[src/hw/rtl/floor_direction_queue_bank_defines.svh]
// Assertion macros used by the queue bank datapath.
`ifndef FLOOR_DIRECTION_QUEUE_BANK_DEFINES_SVH
`define FLOOR_DIRECTION_QUEUE_BANK_DEFINES_SVH

// The consequent must hold in the same cycle as the antecedent.
`define FDQB_ASSERT_NOW(label, clk, rst_n, ante, cons, msg) \
	label: assert property (@(posedge clk) disable iff (!rst_n) (ante) |-> (cons)) \
		else $error(msg);

// The consequent must hold in the cycle after the antecedent.
`define FDQB_ASSERT_NEXT(label, clk, rst_n, ante, cons, msg) \
	label: assert property (@(posedge clk) disable iff (!rst_n) (ante) |=> (cons)) \
		else $error(msg);

`endif

[src/hw/rtl/fdqb_pkg.sv]
// Types and constants shared by the queue bank controller, datapath and top level.
package fdqb_pkg;

	localparam int unsigned MODE_W    = 2;
	localparam int unsigned FLOOR_W   = 5;
	localparam int unsigned ID_W      = 16;
	localparam int unsigned LEN_OUT_W = 5;
	localparam int unsigned ENTRY_W   = ID_W + FLOOR_W;

	typedef enum logic [MODE_W-1:0] {
		MODE_ENQ = 2'd0,
		MODE_DEQ = 2'd1,
		MODE_DEL = 2'd2,
		MODE_CNT = 2'd3
	} mode_t;

	typedef enum logic [1:0] {
		RES_NONE,
		RES_BAD,
		RES_OK_CUR,
		RES_ERR_CUR
	} res_op_t;

	typedef struct packed {
		logic    load;
		logic    len_rd;
		logic    enq;
		logic    scan_init;
		logic    scan_run;
		logic    finish;
		res_op_t res_op;
	} dp_cmd_t;

	typedef struct packed {
		logic  floor_ok;
		mode_t mode;
		logic  len_zero;
		logic  len_full;
		logic  scan_done;
	} dp_stat_t;

endpackage

[src/hw/rtl/fdqb_ctrl.sv]
// Queue bank controller: sequences one request through length read, dispatch, scan where needed, and result hand-off.
module fdqb_ctrl (
	input  logic                clk,
	input  logic                arst_n,
	input  logic                in_valid,
	input  logic                out_free,
	input  fdqb_pkg::dp_stat_t  stat,
	output logic                ready,
	output logic                push,
	output fdqb_pkg::dp_cmd_t   cmd
);

	typedef enum logic [2:0] {
		ST_IDLE,
		ST_LEN,
		ST_DISP,
		ST_SCAN,
		ST_FIN,
		ST_DONE
	} state_t;

	state_t state_q;
	logic   ready_q;

	always_comb begin
		cmd  = '0;
		push = 1'b0;
		case (state_q)
			ST_IDLE: begin
				cmd.load = in_valid && ready_q;
			end
			ST_LEN: begin
				cmd.len_rd = 1'b1;
			end
			ST_DISP: begin
				if (!stat.floor_ok) begin
					cmd.res_op = fdqb_pkg::RES_BAD;
				end else begin
					case (stat.mode)
						fdqb_pkg::MODE_CNT: begin
							cmd.res_op = fdqb_pkg::RES_OK_CUR;
						end
						fdqb_pkg::MODE_ENQ: begin
							if (stat.len_full) begin
								cmd.res_op = fdqb_pkg::RES_ERR_CUR;
							end else begin
								cmd.enq = 1'b1;
							end
						end
						fdqb_pkg::MODE_DEQ: begin
							if (stat.len_zero) begin
								cmd.res_op = fdqb_pkg::RES_BAD;
							end else begin
								cmd.scan_init = 1'b1;
							end
						end
						fdqb_pkg::MODE_DEL: begin
							cmd.scan_init = 1'b1;
						end
						default: begin
						end
					endcase
				end
			end
			ST_SCAN: begin
				cmd.scan_run = 1'b1;
			end
			ST_FIN: begin
				cmd.finish = 1'b1;
			end
			ST_DONE: begin
				push = out_free;
			end
			default: begin
			end
		endcase
	end

	always_ff @(posedge clk or negedge arst_n) begin
		if (!arst_n) begin
			state_q <= ST_IDLE;
			ready_q <= 1'b1;
		end else begin
			case (state_q)
				ST_IDLE: begin
					if (in_valid && ready_q) begin
						state_q <= ST_LEN;
						ready_q <= 1'b0;
					end
				end
				ST_LEN: begin
					state_q <= ST_DISP;
				end
				ST_DISP: begin
					state_q <= cmd.scan_init ? ST_SCAN : ST_DONE;
				end
				ST_SCAN: begin
					if (stat.scan_done) begin
						state_q <= ST_FIN;
					end
				end
				ST_FIN: begin
					state_q <= ST_DONE;
				end
				ST_DONE: begin
					if (out_free) begin
						state_q <= ST_IDLE;
						ready_q <= 1'b1;
					end
				end
				default: begin
					state_q <= ST_IDLE;
					ready_q <= 1'b1;
				end
			endcase
		end
	end

	assign ready = ready_q;

endmodule

[config.mk]
export PLATFORM = sky130hd
export DESIGN_NAME = fdqb_ctrl
export DESIGN_NICKNAME = d
export VERILOG_FILES = /design/src/hw/rtl/floor_direction_queue_bank_defines.svh /design/src/hw/rtl/fdqb_pkg.sv /design/src/hw/rtl/fdqb_ctrl.sv
export SDC_FILE = /design/constraint.sdc
export NUM_CORES = 1
export LEC_CHECK = 0
export BUFFER_PORTS_ARGS = -buffer_cell sky130_fd_sc_hd__buf_2
export CAP_MARGIN = 20
export CORE_AREA = 2 2 39 41
export CTS_CLUSTER_DIAMETER = 40
export DETAILED_ROUTE_END_ITERATION = 8
export DIE_AREA = 0 0 41 43
export GPL_ROUTABILITY_DRIVEN = 0
export PLACE_DENSITY_LB_ADDON = 0.1
export RECOVER_POWER = 50
export SLEW_MARGIN = 20
export SYNTH_ARGS = -nofsm -noshare
export SYNTH_HDL_FRONTEND = slang
export SYNTH_SLANG_ARGS = --single-unit
[constraint.sdc]
create_clock -name clk -period 2.9 [get_ports clk]
set_clock_uncertainty 0.2 [all_clocks]
set_input_delay 0 -clock clk [delete_from_list [all_inputs] [get_ports clk]]
set_output_delay 0 -clock clk [all_outputs]
set_load 0.02 [all_outputs]
Word-level counts from Yosys, hierarchy flattened
Index checks and enable logic that the tools add are counted.
{"block": "op_classes", "n_eq_ne": 11, "mux": 24, "bitwise_logic": 1, "n_reduce_logical": 6}
{"cell": "3-bit case mux with 6 select lines", "count": 1}
{"cell": "3-bit 2-to-1 mux", "count": 4}
{"cell": "1-bit 2-to-1 mux", "count": 11}
{"cell": "2-bit 2-to-1 mux", "count": 5}
{"cell": "3-bit by 2-bit equality test with 1-bit output, second input constant", "count": 2}
{"cell": "3-bit equality test, second input constant", "count": 2}
{"cell": "2-bit != test, second input constant", "count": 3}
{"cell": "2-bit case mux with 3 select lines", "count": 1}
{"cell": "3-bit AND reduction", "count": 2}
{"cell": "2-bit equality test, second input constant", "count": 2}
{"cell": "4-bit OR reduction", "count": 1}
{"cell": "3-bit by 1-bit equality test with 1-bit output, second input constant", "count": 1}
{"cell": "3-bit logical NOT", "count": 1}
{"cell": "1-bit case mux with 3 select lines", "count": 1}
{"cell": "2-bit by 1-bit equality test with 1-bit output, second input constant", "count": 1}
{"cell": "2-bit logical NOT", "count": 1}
{"cell": "1-bit case mux with 2 select lines", "count": 1}
{"cell": "1-bit logical AND", "count": 1}
{"cell": "1-bit NOT", "count": 1}
{"block": "word_totals", "register_bits": 4, "output_inout_bits": 10, "word_cells": 44}

Longest topological paths before layout
{"block": "depth", "word_depth": 6, "mapped_depth": 5}

Worst setup path before layout
OpenSTA, ideal clock, no wires.
{"block": "synth_timing", "path_kind": "register to output", "startpoint": "register ready_q, in the netlist ready", "endpoint": "output cmd[7] (netlist name)", "arrival_ns": 1.308, "setup_slack_ns": 1.392, "stages_incl_launch_ff": 3, "cell_sequence": "dfstp_2 nand2_1 nor4_1"}
{"item": "start: declaration", "line": "fdqb_ctrl.sv:23", "text": "logic ready_q;"}
{"item": "start signal: assignment", "line": "fdqb_ctrl.sv:82", "text": "ready_q <= 1'b1;"}
{"item": "start signal: assignment", "line": "fdqb_ctrl.sv:88", "text": "ready_q <= 1'b0;"}
{"item": "start signal: assignment", "line": "fdqb_ctrl.sv:108", "text": "ready_q <= 1'b1;"}
{"item": "end: declaration", "line": "fdqb_ctrl.sv:10", "text": "output fdqb_pkg::dp_cmd_t cmd"}

Worst setup path in the final report
{"block": "layout_timing", "startpoint": "register state_q[0]", "endpoint": "register state_q[1]"}
{"block": "layout_via", "elab_chain_len": 4}
{"item": "start: declaration", "line": "fdqb_ctrl.sv:22", "text": "state_t state_q;"}
{"item": "start signal: assignment", "line": "fdqb_ctrl.sv:95", "text": "state_q <= cmd.scan_init ? ST_SCAN : ST_DONE;"}
{"item": "3-bit by 2-bit equality test with 1-bit output", "line": "fdqb_ctrl.sv:28, fdqb_ctrl.sv:84"}
{"item": "2-bit 2-to-1 mux", "line": "fdqb_ctrl.sv:28", "text": "case (state_q)"}
{"item": "3-bit 2-to-1 mux", "line": "fdqb_ctrl.sv:95"}
{"item": "3-bit case mux with 6 select lines", "line": "fdqb_ctrl.sv:84", "text": "case (state_q)"}
Several ways; a longest one is shown, not always the timed one.
A chain may end at the register's enable or synchronous reset.

==> results.md <==
- First-pass GRT wire length: 1480 um
- Routed wire length: 966 um
- Clock period minus final worst setup slack: 1.79 ns
- Asr flop ratio synth: 100%
- Slew headroom: 72.5%
- Worst EP required: 2.82 ns
- Synth cell count leaders: 6 x nand2_1, 4 x ha_1
- Worst-Margin Slew: 0.413 ns
- Sw power: 206 uW
- Via count: 445
- Setup CP Type: flop to flop
- Syn Nets: 65
- Clock buffer depth: 2
- Clock share of power: 17.2%
- Antenna cells: 0
- Clock root buffer: clkbuf_4
- R2R Setup Slk: 1.11 ns
- Crit-path max FO: 11
- Initial drt markers: 4
- Global-route usage over all layers: 12.6%
- Synth Area per Inst: 8.41 um2
- Hpwl dp: 749 um
- Total clock sinks: 4
- Most frequent cell after synthesis: nand2_1
- I/O pins: 20
- Fraction of layout cells with a size suffix above 1: 28.6%
- Synth top area cells: dfrtp_1 17%, ha_1 12%, dfstp_2 6.1%
- Fmax achieved: 0.558 GHz
- Count of cells resized by post-cts repair: 0
- Post-route cell area: 592 um2
- Num rows: 14
- P per Cell Area: 758 mW/mm2
- Final setup TNS: 0 ns
- H-tree depth: 1
- Max cap viols: 0
- Fin. Hold Viols: 0
- Final Cycle Share: 61.9%
- Initial Utilization: 31.0%
- CP Launch Type: flop
- Max-slew violation count: 0
- Top cell type by total area after synthesis: dfrtp_1
- Gate count of the mapped netlist: 51
- DR WL/cell: 10.4 um
- Top_reg_cell synth: dfrtp_1
- DRC viols: 0
- Count of non-filler cells in the finished layout: 93
- Clk slew on worst S/H paths: 0.05 ns
- Nets: 92
- Die Wd: 41 um
- Buffers on Ports: 19
- Worst-Skew Late Latency: 0.24 ns
- Yosys warnings: 0
- GR Overflow Total: 0
- CTS tree: built
- Mapped Area: 429 um2
- ANT nets after route: 0
- Seq pwr share: 34.2%
- Post-synth EDFFs: 0
- Synth cell types: 30
- Internal power: 243 uW
- DRT Pass-1 Iters: 4
- CP arrival: 1.72 ns
- Switching Fraction: 45.9%
- Setup crit end kind: flop
- RSZ-0062 raised after global routing: no
- Core Footprint: 0.00138 mm2
- Seq/Total Area, Yosys: 23.6%
- Vias in the first global route: 374
- Hold Crit Class: primary input to flop
- Final setup viols: 0
- Post-DP Area: 514 um2
- Largest net degree at the start of global routing: 14
- Num CTS Buffers: 3
- Comb power frac: 48.6%
- Max VDD drop: 0.216 mV
- Placed cells: 83
- Synthesized flop and latch total: 4
- Initial antenna violation count: 0
- Die area: 0.00176 mm2
- Via-to-Cell Ratio: 4.78
- Lkg Pwr: 0.000299 uW
- Top cell type's share of synthesized area: 17.5%
- Vert. Die Dim: 43 um
- Outcome: completed
- Area growth, synth to finish: 37.9%
-- worst max-delay path, stage by stage (launching register included) --
cell,delay (ns)
dfrtp_1,0.53
and4b_1,0.24
o21ai_1,0.07
a21oi_1,0.07
dlygate4sd3_1,0.57
-- cell type report --
type | count | area, um2
clock buffer | 4 | 26.3
fill | 147 | 792
inverter | 3 | 11.3
multi-input combinational | 41 | 282
sequential | 4 | 101
tap | 16 | 20.0
timing repair buffer | 25 | 151
-- state kept, by name (all words and copies together) (netlist names) --
signal,cells
state_q,3
ready,1
-- layout by cell type (no fill, tap or decap), types with 3 or more instances in the layout --
master,instances
buf_2,16
nand2_1,6
dlygate4sd3_1,6
ha_1,4
clkbuf_1,4
inv_1,3
nor3_1,3
nor2_1,3
clkbuf_4,3
dfrtp_1,3
-- power by group through the flow --
stage	registers, uW	clock network [uW]	logic, uW
2_1_floorplan	110	0	229
3_3_place_gp	158	0	214
3_5_place_dp	157	0	212
4_1_cts	156	80.7	226
5_1_grt	161	85.4	246
6_report	154	77.0	218
-- layer usage --
layer	wire [um]	track usage, %
met3	51	4.71
met5	0	0
met4	0	6.00
met1	451	15.3
met2	462	18.8
-- path summary, 6_finish.rpt --
| kind | startpoint | to | depth (start not counted) |
|---|---|---|---|
| worst max-delay path | state_q[0] | state_q[1] | 4 |
| worst min-delay path | in_valid | ready | 4 |
| worst max register to register | state_q[0] | state_q[1] | 4 |
| worst min register to register | ready | ready | 2 |
| max in group asynchronous | arst_n | state_q[0] | 3 |
| min in group asynchronous | arst_n | ready | 2 |
-- repair_timing --
action | in CTS | in global routing
hold endpoints to repair | 8 | 0
buffers inserted | 0 | 0
hold buffers | 6 | 0
-- through the flow --
step,hold WS [ns],util (%),power [uW],worst slack [ns]
2_1_floorplan,-0.496,-,339,1.39
3_3_place_gp,-0.389,37.2,372,1.46
3_5_place_dp,-0.390,37.2,368,1.46
4_1_cts,0.0275,43.4,463,1.09
5_1_grt,0.0620,42.8,492,1.01
6_report,0.0493,42.8,449,1.11
-- logic make-up after synthesis --
logic type	after synthesis	synth area share (%)
fa+ha+maj	4	11.7
flops	4	23.6
compound gates	13	21.9
simple gates	24	33.2
buf+inv	6	9.62
(Power assumes the default switching activity.)
